===== src/rgbhsl_pkg.sv =====
// ----------------------------------------------------------------------------
// rgbhsl_pkg
// Shared widths and the restoring-division step for the RGB to HSL core.
// ----------------------------------------------------------------------------
package rgbhsl_pkg;

   // Width of one color component and of each result field
   localparam int unsigned CH_W  = 8;
   // Quotient bits per division, one pipeline stage each
   localparam int unsigned QUO_W = 8;
   // Dividend / partial remainder width (hue dividend stays below 2^20)
   localparam int unsigned REM_W = 20;
   // Divisor width (twice six times the spread stays below 2^12)
   localparam int unsigned DEN_W = 12;

   // Result of one division step: quotient bit on top, new remainder below
   typedef struct packed {
      logic             qbit;
      logic [REM_W-1:0] rem;
   } div_step_type;

   // One restoring step: try to take den << shift out of the remainder
   function automatic div_step_type div_step(input logic [REM_W-1:0] rem,
                                             input logic [DEN_W-1:0] den,
                                             input int unsigned shift);
      logic [REM_W-1:0] trial;
      div_step_type     res;
      trial = REM_W'(den) << shift;
      if (rem >= trial) begin
         res.qbit = 1'b1;
         res.rem  = rem - trial;
      end else begin
         res.qbit = 1'b0;
         res.rem  = rem;
      end
      return res;
   endfunction

endpackage


===== src/rgb_to_hsl_pixel_core.sv =====
// ----------------------------------------------------------------------------
// rgb_to_hsl_pixel_core
// Converts one 8-bit RGB pixel to 8-bit hue, lightness and saturation,
// each rounded half up, through a fully pipelined pair of dividers.
// ----------------------------------------------------------------------------
//  channel   dir  handshake            payload
//  request   in   start / busy         req_red, req_green, req_blue
//  response  out  rsp_valid (strobe)   rsp_hue, rsp_lightness, rsp_saturation
//
//  One request per clock; busy is held low, so a request is taken whenever
//  start is high. Each response passes through three front stages (min/max,
//  spread and sector, dividend setup) and eight restoring-division stages,
//  one quotient bit each, for hue and saturation. Synchronous reset clears
//  the valid bits only; requests in flight are dropped. The receiver cannot
//  stall, so the pipeline never holds.
// ----------------------------------------------------------------------------
module rgb_to_hsl_pixel_core
   import rgbhsl_pkg::*;
(
   input  logic            clock,
   input  logic            reset,
   input  logic            start,
   output logic            busy,
   input  logic [CH_W-1:0] req_red,
   input  logic [CH_W-1:0] req_green,
   input  logic [CH_W-1:0] req_blue,
   output logic            rsp_valid,
   output logic [CH_W-1:0] rsp_hue,
   output logic [CH_W-1:0] rsp_lightness,
   output logic [CH_W-1:0] rsp_saturation
);

   localparam int unsigned SUM_W = CH_W + 1;
   localparam int unsigned N_W   = 11;

   // Never refuse a request
   assign busy = 1'b0;

   logic accept;
   assign accept = start && !busy;

   // ------------------------------------------------------------------
   // Stage 1: max and min of the three components
   // ------------------------------------------------------------------
   logic            v1_ff;
   logic [CH_W-1:0] r1_ff, g1_ff, b1_ff, mx1_ff, mn1_ff;
   logic [CH_W-1:0] mx1_in, mn1_in;

   always_comb begin
      mx1_in = req_red;
      mn1_in = req_red;
      if (req_green > mx1_in) mx1_in = req_green;
      if (req_blue  > mx1_in) mx1_in = req_blue;
      if (req_green < mn1_in) mn1_in = req_green;
      if (req_blue  < mn1_in) mn1_in = req_blue;
   end

   always_ff @(posedge clock) begin
      r1_ff  <= req_red;
      g1_ff  <= req_green;
      b1_ff  <= req_blue;
      mx1_ff <= mx1_in;
      mn1_ff <= mn1_in;
   end

   // ------------------------------------------------------------------
   // Stage 2: spread, lightness, saturation divisor, hue sector numerator
   // ------------------------------------------------------------------
   logic            v2_ff;
   logic [CH_W-1:0] d2_ff, lit2_ff, den2_ff;
   logic [N_W-1:0]  n2_ff;
   logic [CH_W-1:0] d2_in, lit2_in, den2_in;
   logic [N_W-1:0]  n2_in;
   logic [SUM_W-1:0] sum2;
   logic [N_W-1:0]  d6;

   always_comb begin
      d2_in   = mx1_ff - mn1_ff;
      sum2    = SUM_W'(mx1_ff) + SUM_W'(mn1_ff);
      lit2_in = CH_W'((10'(sum2) + 10'd1) >> 1);
      if (sum2 <= SUM_W'(255)) begin
         den2_in = sum2[CH_W-1:0];
      end else begin
         den2_in = CH_W'(SUM_W'(510) - sum2);
      end
      d6 = (N_W'(d2_in) << 2) + (N_W'(d2_in) << 1);
      // Red wins ties, then green, then blue
      if (r1_ff == mx1_ff) begin
         if (g1_ff < b1_ff) begin
            n2_in = d6 - N_W'(b1_ff - g1_ff);
         end else begin
            n2_in = N_W'(g1_ff - b1_ff);
         end
      end else if (g1_ff == mx1_ff) begin
         n2_in = (N_W'(d2_in) << 1) + N_W'(b1_ff) - N_W'(r1_ff);
      end else begin
         n2_in = (N_W'(d2_in) << 2) + N_W'(r1_ff) - N_W'(g1_ff);
      end
   end

   always_ff @(posedge clock) begin
      d2_ff   <= d2_in;
      lit2_ff <= lit2_in;
      den2_ff <= den2_in;
      n2_ff   <= n2_in;
   end

   // ------------------------------------------------------------------
   // Division pipeline; index 0 is the dividend setup stage
   // Rounded quotient = floor((2*255*num + den) / (2*den))
   // ------------------------------------------------------------------
   logic             vld_ff  [0:QUO_W];
   logic             gray_ff [0:QUO_W];
   logic [CH_W-1:0]  lit_ff  [0:QUO_W];
   logic [REM_W-1:0] hrem_ff [0:QUO_W];
   logic [DEN_W-1:0] hden_ff [0:QUO_W];
   logic [QUO_W-1:0] hq_ff   [0:QUO_W];
   logic [REM_W-1:0] srem_ff [0:QUO_W];
   logic [DEN_W-1:0] sden_ff [0:QUO_W];
   logic [QUO_W-1:0] sq_ff   [0:QUO_W];

   logic [REM_W-1:0] hnum0_in, snum0_in;
   logic [DEN_W-1:0] hden0_in, sden0_in;

   // Set up dividends and divisors (510*x as shift and subtract)
   always_comb begin
      hnum0_in = (REM_W'(n2_ff) << 9) - (REM_W'(n2_ff) << 1)
               + (REM_W'(d2_ff) << 2) + (REM_W'(d2_ff) << 1);
      hden0_in = (DEN_W'(d2_ff) << 3) + (DEN_W'(d2_ff) << 2);
      snum0_in = (REM_W'(d2_ff) << 9) - (REM_W'(d2_ff) << 1) + REM_W'(den2_ff);
      sden0_in = DEN_W'(den2_ff) << 1;
   end

   always_ff @(posedge clock) begin
      gray_ff[0] <= (d2_ff == '0);
      lit_ff[0]  <= lit2_ff;
      hrem_ff[0] <= hnum0_in;
      hden_ff[0] <= hden0_in;
      hq_ff[0]   <= '0;
      srem_ff[0] <= snum0_in;
      sden_ff[0] <= sden0_in;
      sq_ff[0]   <= '0;
   end

   // One quotient bit per stage, most significant first
   for (genvar j = 0; j < QUO_W; j++) begin : g_div
      div_step_type hstep_in, sstep_in;

      always_comb begin
         hstep_in = div_step(hrem_ff[j], hden_ff[j], QUO_W - 1 - j);
         sstep_in = div_step(srem_ff[j], sden_ff[j], QUO_W - 1 - j);
      end

      always_ff @(posedge clock) begin
         gray_ff[j+1] <= gray_ff[j];
         lit_ff[j+1]  <= lit_ff[j];
         hrem_ff[j+1] <= hstep_in.rem;
         hden_ff[j+1] <= hden_ff[j];
         hq_ff[j+1]   <= {hq_ff[j][QUO_W-2:0], hstep_in.qbit};
         srem_ff[j+1] <= sstep_in.rem;
         sden_ff[j+1] <= sden_ff[j];
         sq_ff[j+1]   <= {sq_ff[j][QUO_W-2:0], sstep_in.qbit};
      end
   end

   // ------------------------------------------------------------------
   // Valid bits travel with the data
   // ------------------------------------------------------------------
   always_ff @(posedge clock) begin
      if (reset) begin
         v1_ff <= 1'b0;
         v2_ff <= 1'b0;
         for (int i = 0; i <= QUO_W; i++) vld_ff[i] <= 1'b0;
      end else begin
         v1_ff     <= accept;
         v2_ff     <= v1_ff;
         vld_ff[0] <= v2_ff;
         for (int i = 1; i <= QUO_W; i++) vld_ff[i] <= vld_ff[i-1];
      end
   end

   // Drive the response; gray pixels force hue and saturation to zero
   assign rsp_valid      = vld_ff[QUO_W];
   assign rsp_lightness  = lit_ff[QUO_W];
   assign rsp_hue        = gray_ff[QUO_W] ? '0 : hq_ff[QUO_W];
   assign rsp_saturation = gray_ff[QUO_W] ? '0 : sq_ff[QUO_W];

   // ------------------------------------------------------------------
   // Assertions
   // ------------------------------------------------------------------
   a_latency: assert property (@(posedge clock) disable iff (reset)
      accept |-> ##11 rsp_valid)
      else $error("request did not produce a response after 11 cycles");

   a_hue_range: assert property (@(posedge clock) disable iff (reset)
      (vld_ff[0] && !gray_ff[0]) |->
         (hrem_ff[0] < (REM_W'(hden_ff[0]) << QUO_W)))
      else $error("hue dividend exceeds quotient range");

   a_hue_rem: assert property (@(posedge clock) disable iff (reset)
      (vld_ff[QUO_W] && !gray_ff[QUO_W]) |->
         (hrem_ff[QUO_W] < REM_W'(hden_ff[QUO_W])))
      else $error("hue remainder not below divisor");

   a_sat_rem: assert property (@(posedge clock) disable iff (reset)
      (vld_ff[QUO_W] && !gray_ff[QUO_W]) |->
         (srem_ff[QUO_W] < REM_W'(sden_ff[QUO_W])))
      else $error("saturation remainder not below divisor");

endmodule


===== config.mk =====
export PLATFORM = sky130hd
export DESIGN_NAME = rgb_to_hsl_pixel_core
export DESIGN_NICKNAME = d
export VERILOG_FILES = /design/src/rgbhsl_pkg.sv /design/src/rgb_to_hsl_pixel_core.sv
export SDC_FILE = /design/constraint.sdc
export NUM_CORES = 1
export LEC_CHECK = 0
export BUFFER_PORTS_ARGS = -buffer_cell sky130_fd_sc_hd__buf_4
export CORE_UTILIZATION = 57
export DETAILED_ROUTE_END_ITERATION = 12
export GPL_ROUTABILITY_DRIVEN = 0
export PLACE_DENSITY = 0.88
export SLEW_MARGIN = 40
export SYNTH_ARGS = -nofsm -noshare
export SYNTH_HDL_FRONTEND = slang
export SYNTH_SLANG_ARGS = --single-unit
export TNS_END_PERCENT = 1

===== constraint.sdc =====
create_clock -name clock -period 4.4 [get_ports clock]
set_input_delay 0.66 -clock clock [delete_from_list [all_inputs] [get_ports clock]]
set_output_delay 0.66 -clock clock [all_outputs]
set_load 0.05 [all_outputs]

# Word level (Yosys, flattened, before mapping)
# Memory sizes are Yosys's and may differ from the RTL's.
# Index checks and enable logic that the tools add are counted.
[totals]
reg_bits = 77
ramBits = 810
input_bits = 27
out_inout_bits = 26
wordCells = 126
mem_count = 9
[mem_list]
columns = ["name", "words", "word_bits", "read_ports", "rd_ports_with_merged_regs", "write_ports", "line_no", "rtl"]
rows = [
  ["hrem_ff", 9, 20, 8, 0, 9, "rgb_to_hsl_pixel_core.sv:115", "logic [REM_W-1:0] hrem_ff [0:QUO_W];"],
  ["srem_ff", 9, 20, 8, 0, 9, "rgb_to_hsl_pixel_core.sv:118", "logic [REM_W-1:0] srem_ff [0:QUO_W];"],
  ["hden_ff", 9, 12, 8, 0, 9, "rgb_to_hsl_pixel_core.sv:116", "logic [DEN_W-1:0] hden_ff [0:QUO_W];"],
  ["sden_ff", 9, 12, 8, 0, 9, "rgb_to_hsl_pixel_core.sv:119", "logic [DEN_W-1:0] sden_ff [0:QUO_W];"],
  ["hq_ff", 9, 8, 9, 0, 9, "rgb_to_hsl_pixel_core.sv:117", "logic [QUO_W-1:0] hq_ff [0:QUO_W];"],
  ["lit_ff", 9, 8, 9, 0, 9, "rgb_to_hsl_pixel_core.sv:114", "logic [CH_W-1:0] lit_ff [0:QUO_W];"],
  ["+3 memories", "n/a", "n/a", "n/a", "n/a", "n/a", "n/a", ""],
]
[op_classes]
addsub = 34
magnitude_cmp = 22
n_eq_ne = 2
muxes = 38
bitwise_logic = 9
n_reduce_logical = 1
[op_table]
columns = ["cell", "n"]
rows = [
  ["21-bit 2-to-1 mux", 16],
  ["20-bit by 12-bit subtractor with 20-bit output", 3],
  ["8-bit 2-to-1 mux", 7],
  ["20-bit by 12-bit greater-or-equal comparator with 1-bit output", 2],
  ["20-bit by 13-bit greater-or-equal comparator with 1-bit output", 2],
  ["20-bit by 14-bit greater-or-equal comparator with 1-bit output", 2],
  ["20-bit by 15-bit greater-or-equal comparator with 1-bit output", 2],
  ["20-bit by 16-bit greater-or-equal comparator with 1-bit output", 2],
  ["20-bit by 17-bit greater-or-equal comparator with 1-bit output", 2],
  ["20-bit by 18-bit greater-or-equal comparator with 1-bit output", 2],
  ["20-bit by 19-bit greater-or-equal comparator with 1-bit output", 2],
  ["20-bit by 13-bit subtractor with 20-bit output", 2],
  ["20-bit by 14-bit subtractor with 20-bit output", 2],
  ["20-bit by 15-bit subtractor with 20-bit output", 2],
  ["20-bit by 16-bit subtractor with 20-bit output", 2],
  ["20-bit by 17-bit subtractor with 20-bit output", 2],
  ["20-bit by 18-bit subtractor with 20-bit output", 2],
  ["20-bit by 19-bit subtractor with 20-bit output", 2],
  ["11-bit 2-to-1 mux", 3],
  ["8-bit < comparator", 3],
  ["20-bit by 10-bit adder with 20-bit output", 1],
  ["20-bit by 9-bit adder with 20-bit output", 1],
  ["18-bit by 9-bit adder with 19-bit output", 1],
  ["17-bit by 9-bit subtractor with 18-bit output", 1],
  ["other kinds (18)", 40],
]

# Logic depth before layout (Yosys ltp)
# Gate-level depths: netlist of the first run.
[depth]
ltp_word = 5
depth_mapped = 20
mapped_depth_nobuf = 20

# Least setup slack after synthesis of the first run
# OpenSTA, ideal clock, no wires.
[synth_timing]
path_kind = "input-to-reg"
start = "input req_red[1]"
end = "register mx1_ff[0]"
setup_ns = 0.121
arrival_time_ns = 4.245
t_required_ns = 4.279
path_slack_ns = 0.034
stages = 16
n_path_buf = 1
path_cell_list = "inv_1 -> ha_1 -> nor2b_1 -> o211ai_1 -> a21oi_1 -> a2111oi_4 -> o21bai_1 -> buf_2 -> mux2_2 -> ha_1 -> nor2b_1 -> o21a_1 -> o21a_1 -> o21ai_0 -> a21oi_1 -> mux2_2"
[synth_between]
elab_chain_len = 4
[synth_rtl]
columns = ["item", "line_no", "rtl"]
rows = [
  ["start, declared", "rgb_to_hsl_pixel_core.sv:24", "input logic [CH_W-1:0] req_red,"],
  ["8-bit greater-than comparator", "rgb_to_hsl_pixel_core.sv:52", "if (req_green > mx1_in) mx1_in = req_green;"],
  ["8-bit 2-to-1 mux (*)", "rgb_to_hsl_pixel_core.sv:52", ""],
  ["8-bit greater-than comparator", "rgb_to_hsl_pixel_core.sv:53", "if (req_blue > mx1_in) mx1_in = req_blue;"],
  ["8-bit 2-to-1 mux (*)", "rgb_to_hsl_pixel_core.sv:53", ""],
  ["named net mx1_in[0]", "rgb_to_hsl_pixel_core.sv:47", "logic [CH_W-1:0] mx1_in, mn1_in;"],
  ["end signal, assigned", "rgb_to_hsl_pixel_core.sv:62", "mx1_ff <= mx1_in;"],
  ["end, declared", "rgb_to_hsl_pixel_core.sv:46", "logic [CH_W-1:0] r1_ff, g1_ff, b1_ff, mx1_ff, mn1_ff;"],
]
# The timed path passes the listed nets; every way through them passes the cells marked *.
# A chain may end at the register's enable or synchronous reset.

# Worst setup path after layout of the first run
[layout_timing]
start = "register mx1_ff[0]"
end = "register n2_ff[7]"
[layout_between]
elab_chain_len = 5
elab_cells_between_ends = 12
classes_between = "add/sub (7); eq/ne (2); mux (3)"
[layout_rtl]
columns = ["item", "line_no", "rtl"]
rows = [
  ["8-bit subtractor (*)", "rgb_to_hsl_pixel_core.sv:78", "d2_in = mx1_ff - mn1_ff;"],
  ["named net d2_in[4]", "rgb_to_hsl_pixel_core.sv:72", "logic [CH_W-1:0] d2_in, lit2_in, den2_in;"],
  ["10-bit by 8-bit adder with 11-bit output, or another cell as far along", "rgb_to_hsl_pixel_core.sv:97", "n2_in = (N_W'(d2_in) << 2) + N_W'(r1_ff) - N_W'(g1_ff);"],
  ["11-bit by 8-bit subtractor with 11-bit output, or another cell as far along", "rgb_to_hsl_pixel_core.sv:97", ""],
  ["11-bit 2-to-1 mux, on equally long branches", "rgb_to_hsl_pixel_core.sv:94, rgb_to_hsl_pixel_core.sv:89", ""],
  ["11-bit 2-to-1 mux (*)", "rgb_to_hsl_pixel_core.sv:88", "if (r1_ff == mx1_ff) begin"],
  ["named net n2_in[7]", "rgb_to_hsl_pixel_core.sv:73", "logic [N_W-1:0] n2_in;"],
  ["end signal, assigned", "rgb_to_hsl_pixel_core.sv:105", "n2_ff <= n2_in;"],
  ["end, declared", "rgb_to_hsl_pixel_core.sv:71", "logic [N_W-1:0] n2_ff;"],
]
# Marked as above.

==> qor.yml, run 1 <==
status:
  outcome: "finished, final reports clean"
worst_setup_path:
  cp_max_fo: 5
  path_common_cell: "inv_1"
  cpPeakStageDelay_ps: 550
  crit_chain: "inv_1 > ha_1 > inv_1 > fa_1 > a21o_1 > a21oi_2 > xnor2_1 > inv_1 > fa_1 > inv_1 > ha_1 > and2_1 > o21ai_0 > nand3b_1 > xor2_1 > nor2_1 > a2111oi_0 > a21o_1"
  slowest_stage: "fa_1"
  crit_type: "register to register"
  arrival_ps: 4660
  end_kind: "register"
  required_ps: 4950
  cp-start-kind: "register"
floorplan:
  core_area_mm2: 0.0517
  num_rows: 83
  design.die.area_mm2: 0.0536
  dieWidth_um: 232
  start_util_pct: 58.1
  die_h_um: 232
  ioPinCount: 53
timing:
  tightest_slew_ps: 815
  finalCriticalPeriod_ps: 4110
  clock_skew_ps: 22.1
  finalSetupViolCount: 0
  fmax_mhz: 243
  hold_ws_ps: 168
  setup_total_negative_slack_ps: 0
  finalCritPeriodShare_pct: 93.4
  slew_headroom_pct: 45.1
  hold_viol: 0
  drv_slew: 0
  rsz0062_at_grt: "no"
logic_synthesis:
  synthSimpleGateAreaFrac_pct: 13.0
  synth-async-reset-ratio_pct: 0
  synth_warnings: 0
  synth_area_mm2: 0.0300
  synth-edff-count: 0
  avgSynthCellArea_um2: 9.92
  synth_ff_type: "dfxtp_1"
  yosys.area_share.xor_xnor_pct: 6.97
  synth_top_family_by_area: "adder cells"
  synth_compound_area_share_pct: 12.1
  yosysSeqAreaShare_pct: 45.1
  synth_cell_types: 81
  ys_ff_latch: 677
  netlist_instances: 3029
  synth_fa_ha_area_share_pct: 15.0
  synthMuxAreaShare_pct: 2.77
hold_path:
  hp-class: "input pin to register"
grt:
  grt_usage_pct: 23.2
  grt_pass1_wl_mm: 101
  first_global_vias: 21700
  antenna_found_initial: 0
  grt_max_degree: 24
  grt_overflow: 0
route:
  drtAntennaViolNets: 0
  routedWlPerCell_um: 16.1
  drt-total-wl_mm: 61.9
  vias_per_cell: 5.53
  first_iter_violations: 1373
  drc_errors: 0
  vias: 21300
  firstDrtPassIters: 5
clock_network:
  cts_tree: "yes"
  ctsHoldBuffers: 0
  root_buffer: "clkbuf_16"
  cts_num_sinks: 677
  cts.clk_slew.worst_paths_ps: 60
  clkLatencyLatePin_ps: 620
  clock_path_buffers: 3
  htree_levels: 3
  cts_made_buffers: 67
final_layout:
  multi_input_area_mm2: 0.0150
  post_layout_nonfiller_instances: 3855
  fillCellCount: 3713
  drive_gt1_share_pct: 8.16
  antenna_cells: 0
  areaGrowthSynthToFinish_pct: 11.7
  regArea_mm2: 0.0136
  nNetsFinal: 3479
placement:
  place_hpwl_mm: 43.3
  port_buffers: 51
  dp.cells: 3733
run:
  maxCapViolations: 0
final timing paths:
kind / to / cells past startpoint / startpoint / slack (ps)
max: n2_ff[7] / 18 / mx1_ff[0] / 290
min reg2reg: hq_ff[0][17] / 0 / hq_ff[0][8] / 320
min: r1_ff[3] / 1 / req_red[3] / 170
max reg2reg: n2_ff[7] / 18 / mx1_ff[0] / 290
kinds of logic after synthesis:
| family | after synthesis |
|---|---|
| AO/OA/AOI/OAI | 571 |
| XOR/XNOR | 239 |
| adder cells (fa/ha/maj) | 329 |
| buffers and inverters | 387 |
| flip-flops | 677 |
| multiplexers | 79 |
| other | 1 |
| AND/OR/NAND/NOR | 746 |
flip-flops by register name, summed over array words and instances (netlist names):
name and count:
v1_ff 1, mn1_ff 8, hden_ff 80, d2_ff 7, b1_ff 8, g1_ff 8
hq_ff 36, den2_ff 8, sq_ff 36, sden_ff 56, mx1_ff 8, vld_ff 9
srem_ff 151, v2_ff 1, n2_ff 11, lit_ff 72, r1_ff 8, hrem_ff 152
gray_ff 9, lit2_ff 8
synth_stat cells (14+ instances only):
cell / number / area share (%)
o21ai_0: 154 / 2.6
nor3_1: 77 / 1.3
o21bai_1: 15 / 0.37
xnor2_1: 111 / 3.2
a21o_1: 43 / 1.1
nand4_1: 20 / 0.42
nand2_1: 159 / 2.0
ha_1: 276 / 11
nor4b_1: 15 / 0.44
nand3_1: 26 / 0.43
or2_2: 14 / 0.29
xor2_1: 128 / 3.7
a31oi_1: 17 / 0.35
clkbuf_1: 29 / 0.36
o31ai_1: 23 / 0.57
nand4b_1: 15 / 0.44
o31a_1: 15 / 0.44
dfxtp_1: 677 / 45
mux2i_1: 47 / 1.6
fa_1: 53 / 3.5
a211oi_1: 20 / 0.50
o211ai_1: 14 / 0.35
nor2_1: 170 / 2.1
and3_1: 15 / 0.31
nor4_1: 33 / 0.69
mux2_2: 32 / 1.2
nor2b_1: 82 / 1.7
inv_1: 341 / 4.3
o21a_1: 47 / 1.2
a21oi_1: 152 / 2.5
or3_1: 33 / 0.69
nand2b_1: 43 / 0.90
cell type report:
| cell class | count | share of cell area, % |
|---|---|---|
| multi-input cells | 1966 | 44.7 |
| flip-flops and latches | 677 | 40.4 |
| clock buffers | 83 | 5.47 |
| inverters | 341 | 3.82 |
| well taps | 680 | 2.54 |
| repair buffers | 70 | 1.57 |
| clock inverters | 38 | 1.48 |
metal layers:
| metal | global-route usage (%) | vias to the layer above | routed length [um] |
|---|---|---|---|
| met5 | 0 | - | 0 |
| li1 | - | 10500 | - |
| met1 | 23.9 | 10000 | 23900 |
| met2 | 43.5 | 595 | 32100 |
| met3 | 3.48 | 209 | 2430 |
| met4 | 14.6 | 0 | 3520 |
placed cells by master, fill, tap and decap left out, types with 22 or more instances in the layout:
cell	Yosys	final
a21o_1	43	43
o21ai_0	154	154
mux2_2	32	32
xnor2_1	111	111
fa_1	53	53
xor2_1	128	128
nor2_1	170	170
nand2b_1	43	43
nor3_1	77	77
ha_1	276	276
or3_1	33	33
nor2b_1	82	82
a21oi_1	152	151
inv_1	341	341
o21a_1	47	47
mux2i_1	47	47
nor4_1	33	33
nand3_1	26	26
clkbuf_16	0	67
nand2_1	159	159
dfxtp_1	677	677
buf_4	10	70
o31ai_1	23	22
per-stage QoR:
| step | setup slack [ps] | area [um^2] | utilization (%) |
|---|---|---|---|
| 2_1_floorplan | 33.7 | 30000 | - |
| 3_3_place_gp | 401 | 31200 | 60.3 |
| 3_5_place_dp | 256 | 31200 | 60.3 |
| 4_1_cts | 236 | 33500 | 64.8 |
| 5_1_grt | 30.7 | 33500 | 64.9 |
| 6_report | 290 | 33500 | 64.9 |
critical path, delay by kind of cell, from the launching register on:
| family | cells | cell delay (ps) |
|---|---|---|
| adders and majority gates | 4 | 1440 |
| AOI/OAI and AO/OA | 5 | 1160 |
| xor gates and xnor gates | 2 | 400 |
| and+or+nand+nor | 3 | 390 |
| DFF | 1 | 350 |
| buffers and inverters | 4 | 320 |
timing repair:
item | in CTS | in global routing
buffers inserted | 0 | 1
endpoints found under the setup margin | 0 | 2
hold endpoints to repair | 0 | 0
resized for setup | 0 | 2
Power of run 1 is left out: the tool's default activity adds up to more than one toggle a clock period on the data nets, which glitch-free logic cannot reach.
==> run 2, diff against run 1 <==
--- a/config.mk
+++ b/config.mk
@@ -6,10 +6,10 @@
 export NUM_CORES = 1
 export LEC_CHECK = 0
 export BUFFER_PORTS_ARGS = -buffer_cell sky130_fd_sc_hd__buf_4
-export CORE_UTILIZATION = 57
+export CORE_UTILIZATION = 30
 export DETAILED_ROUTE_END_ITERATION = 12
 export GPL_ROUTABILITY_DRIVEN = 0
-export PLACE_DENSITY = 0.88
+export PLACE_DENSITY = 0.58
 export SLEW_MARGIN = 40
 export SYNTH_ARGS = -nofsm -noshare
 export SYNTH_HDL_FRONTEND = slang
==> qor.yml, run 2 (same netlist as run 1, synthesis figures left out) <==
worst_setup_path:
  arrival_ps: 4640
  cp_max_fo: 5
  slowest_stage: "fa_1"
  r2r-start: "mx1_ff[0]"
  required_ps: 4940
  end_kind: "register"
  crit_cells: 18
  r2r_cells: 18
  crit_chain: "inv_1 > ha_1 > inv_1 > fa_1 > a21o_1 > a21oi_1 > xnor2_1 > inv_1 > fa_1 > inv_1 > ha_1 > and2_1 > a31oi_1 > nand3_1 > a41oi_2 > xor2_1 > o21ba_2 > a211oi_1"
  r2r_slack_ps: 290
  rr_endpoint: "n2_ff[10]"
  critPathCapture: "n2_ff[10]"
  cp-start-kind: "register"
  cpLargestDelayFamily: "adder cells"
  critPathLaunch: "mx1_ff[0]"
  crit_type: "register to register"
  path_common_cell: "inv_1"
  cpPeakStageDelay_ps: 540
  path_buf_inv: 4
clock_network:
  cts_made_buffers: 74
  clock_path_buffers: 3
  root_buffer: "clkbuf_16"
  clkLatencyLatePin_ps: 630
  htree_levels: 3
  cts_tree: "yes"
  cts.clk_slew.worst_paths_ps: 60
  cts_num_sinks: 677
  ctsHoldBuffers: 0
timing:
  rsz0062_at_grt: "no"
  drv_slew: 0
  setup_total_negative_slack_ps: 0
  clock_skew_ps: 37.8
  finalSetupViolCount: 0
  slew_headroom_pct: 49.1
  finalCriticalPeriod_ps: 4110
  tightest_slew_ps: 762
  fmax_mhz: 244
  hold_viol: 0
  finalCritPeriodShare_pct: 93.3
final_layout:
  final_common_cell: "dfxtp_1"
  antenna_cells: 0
  largest_register_ffs: 152
  nNetsFinal: 3485
  areaGrowthSynthToFinish_pct: 14.8
  drive_gt1_share_pct: 8.34
  fillCellCount: 9885
  reg_top3: "hrem_ff x152, srem_ff x151, hden_ff x80"
  final_cell_mix: "dfxtp_1, inv_1, ha_1, nor2_1, nand2_1"
  top_register: "hrem_ff"
route:
  firstDrtPassIters: 5
  drc_errors: 0
  routedWlPerCell_um: 13.1
  vias_per_cell: 4.49
  drtAntennaViolNets: 0
  first_iter_violations: 752
  drt-total-wl_mm: 58.5
  vias: 20100
floorplan:
  dieWidth_um: 318
  design.die.area_mm2: 0.101
  num_rows: 115
  start_util_pct: 30.4
  core_area_mm2: 0.0989
  die_h_um: 318
  ioPinCount: 53
hold_path:
  hp-class: "input pin to register"
grt:
  grt_max_degree: 24
  grt_usage_pct: 11.6
  grt_pass1_wl_mm: 97.5
  grt_overflow: 0
  first_global_vias: 20300
  antenna_found_initial: 0
placement:
  place_hpwl_mm: 45.9
  port_buffers: 51
status:
  outcome: "finished, final reports clean"
run:
  maxCapViolations: 0
==> run 2: cell count changes in the layout (fill, tap and decap cells not counted), sizes merged <==
cell	before	now
bufinv	8	4
inv	348	346
clkinvlp	5	6
clkinv	18	15
clkbuf	83	105
buf	70	69
==> run 2: what timing repair did <==
action | in CTS | in global routing
setup endpoints to repair | 0 | 2
resized for setup | 0 | 2
buffers inserted | 0 | 0
==> run 2: final cells by class <==
cell class / count / area, um^2 / share of cell area (%)
Clock buffer: 105 / 2140 / 6.20
Inverter: 341 / 1280 / 3.71
Tap cell: 1287 / 1610 / 4.67
Clock inverter: 30 / 375 / 1.09
Timing Repair Buffer: 69 / 518 / 1.50
Multi-Input combinational cell: 1966 / 15000 / 43.5
Sequential cell: 677 / 13600 / 39.3
==> run 2: metal layers <==
layer  vias up  share of wire [%]  GRT usage (%)
li1      10500                  -              -
met5         -                  0              0
met4         0                3.7           4.95
met1      9155                 44           13.3
met2       287                 49           20.9
met3       147                3.2           2.08
==> run 2: per-stage QoR <==
| step | area (um^2) | std cells | utilization, % | setup WS [ps] | hold slack [ps] |
|---|---|---|---|---|---|
| 4_1_cts | 34500 | 4475 | 34.9 | 256 | 126 |
| 5_1_grt | 34500 | 4475 | 34.9 | 18.0 | 136 |
| 6_report | 34500 | 4475 | 34.9 | 295 | 173 |
| 2_1_floorplan | 30000 | 3030 | - | 33.7 | 310 |
| 3_5_place_dp | 32000 | 4340 | 32.3 | 264 | 312 |
| 3_3_place_gp | 32000 | 4340 | 32.3 | 318 | 310 |
==> run 2: worst min-delay path by stage <==
stage | from | to | slack (ps) | cells past startpoint
3_3_place_gp | gray_ff[0][7] | gray_ff[0][8] | 310 | 0
5_1_grt | req_red[3] | r1_ff[3] | 140 | 1
6_report | req_red[3] | r1_ff[3] | 170 | 1
3_5_place_dp | gray_ff[0][1] | gray_ff[0][2] | 310 | 0
4_1_cts | req_red[3] | r1_ff[3] | 130 | 1
2_1_floorplan | gray_ff[0][0] | gray_ff[0][1] | 310 | 0
==> run 2: worst register-to-register path, delay by kind of cell, from the launching register on <==
family                   cells  cell delay, ps
AND/OR/NAND/NOR              2             380
adder cells (fa/ha/maj)      4            1440
flip-flops                   1             350
AO/OA/AOI/OAI                6            1260
XOR/XNOR                     2             270
buffers and inverters        4             310
Power of run 2 is left out for the same reason.
==> run 3, diff against run 2 <==
--- a/config.mk
+++ b/config.mk
@@ -6,10 +6,9 @@
 export NUM_CORES = 1
 export LEC_CHECK = 0
 export BUFFER_PORTS_ARGS = -buffer_cell sky130_fd_sc_hd__buf_4
-export CORE_UTILIZATION = 30
+export CORE_UTILIZATION = 51
 export DETAILED_ROUTE_END_ITERATION = 12
-export GPL_ROUTABILITY_DRIVEN = 0
-export PLACE_DENSITY = 0.58
+export PLACE_DENSITY = 0.81
 export SLEW_MARGIN = 40
 export SYNTH_ARGS = -nofsm -noshare
 export SYNTH_HDL_FRONTEND = slang
==> qor.yml, run 3 (same netlist as run 1, synthesis figures left out) <==
timing:
  setup_total_negative_slack_ps: 0
  fmax_mhz: 239
  finalCriticalPeriod_ps: 4190
  hold_viol: 0
  finalSetupViolCount: 0
  slew_headroom_pct: 40.2
  tightest_slew_ps: 888
  drv_slew: 0
  rsz0062_at_grt: "no"
  finalCritPeriodShare_pct: 95.2
  clock_skew_ps: 25.7
clock_network:
  clkLatencyLatePin_ps: 610
  cts_tree: "yes"
  root_buffer: "clkbuf_16"
  cts.clk_slew.worst_paths_ps: 60
  cts_num_sinks: 677
  htree_levels: 3
  post_cts_buffers: 0
  cts_made_buffers: 70
  clock_path_buffers: 3
placement:
  place_hpwl_mm: 42.3
  place_congestion: 0.938
  port_buffers: 51
route:
  drc_errors: 0
  vias: 20400
  drt-total-wl_mm: 56.0
  firstDrtPassIters: 5
  vias_per_cell: 5.18
  routedWlPerCell_um: 14.2
  drtAntennaViolNets: 0
  first_iter_violations: 1104
grt:
  grt_usage_pct: 18.9
  grt_overflow: 0
  grt_pass1_wl_mm: 93.2
  grt_max_degree: 24
  antenna_found_initial: 0
  first_global_vias: 20300
final_layout:
  regArea_mm2: 0.0136
  top_register: "hrem_ff"
  reg_top3: "hrem_ff x152, srem_ff x151, hden_ff x80"
  fillCellCount: 4769
  largest_register_ffs: 152
  antenna_cells: 0
  drive_gt1_share_pct: 8.05
  final_cell_mix: "dfxtp_1, inv_1, ha_1, nor2_1, nand2_1"
  areaGrowthSynthToFinish_pct: 12.3
  nNetsFinal: 3480
  final_common_cell: "dfxtp_1"
  multi_input_area_mm2: 0.0150
floorplan:
  dieWidth_um: 245
  die_h_um: 245
  design.die.area_mm2: 0.0599
  start_util_pct: 51.9
  core_area_mm2: 0.0579
  ioPinCount: 53
  num_rows: 88
worst_setup_path:
  crit_type: "register to register"
  cp_max_fo: 4
  r2r_slack_ps: 210
  required_ps: 4910
  end_kind: "register"
  arrival_ps: 4700
  cp-start-kind: "register"
status:
  outcome: "finished, final reports clean"
hold_path:
  hp-class: "input pin to register"
run:
  maxCapViolations: 0
## run 3: cell count changes in the layout (fill, tap and decap cells not counted), moves of 2 or more
cell,change
clkbuf_8,-7
bufinv_16,+5
clkbuf_16,-4
clkinv_16,-2
clkinv_4,-2
clkinv_8,+2
## run 3: layout make-up
cell class | instances | area share, %
clock buffer | 94 | 5.76
clock inverter | 33 | 1.41
inverter | 341 | 3.79
multi-input combinational | 1966 | 44.5
sequential | 677 | 40.2
tap | 765 | 2.84
timing repair buffer | 68 | 1.51
## run 3: what timing repair did
action,CTS,global route
setup endpoints to repair,0,3
hold buffers,0,0
resized for setup,0,2
## run 3: path summary, 6_finish.rpt
kind | startpoint | endpoint | cells after the start
setup reg to reg | mx1_ff[0] | n2_ff[10] | 18
hold / removal | req_red[1] | r1_ff[1] | 1
hold reg to reg | sq_ff[0][52] | sq_ff[0][61] | 0
setup / recovery | mx1_ff[0] | n2_ff[10] | 18
## run 3: metal layers
| metal | vias up | share of wire (%) | global-route usage, % |
|---|---|---|---|
| li1 | 10500 | - | - |
| met1 | 9379 | 41 | 20.1 |
| met2 | 382 | 50 | 35.4 |
| met3 | 138 | 3.4 | 2.93 |
| met4 | 0 | 4.8 | 10.3 |
| met5 | - | 0 | 0 |
## run 3: metrics by stage
step | worst slack (ps) | hold WS [ps] | instances | area, um^2 | utilization (%)
2_1_floorplan | 33.7 | 310 | 3030 | 30000 | -
3_3_place_gp | 211 | 310 | 3817 | 31300 | 54.0
3_5_place_dp | 98.5 | 312 | 3817 | 31300 | 54.0
4_1_cts | 76.4 | 154 | 3944 | 33700 | 58.2
5_1_grt | 27.7 | 169 | 3944 | 33700 | 58.3
6_report | 211 | 189 | 3944 | 33700 | 58.3
## run 3: critical path: stages (launching register included)
cell	delay (ps)
dfxtp_1	340
inv_1	70
ha_1	140
inv_1	60
fa_1	390
a21o_1	200
a21oi_2	170
o21bai_1	80
a21oi_1	240
xnor2_2	250
inv_1	150
fa_1	490
ha_1	340
or2_2	320
o31a_1	130
a41oi_1	240
xor2_1	90
o21ba_2	190
a211oi_1	180
Power of run 3 is left out for the same reason.
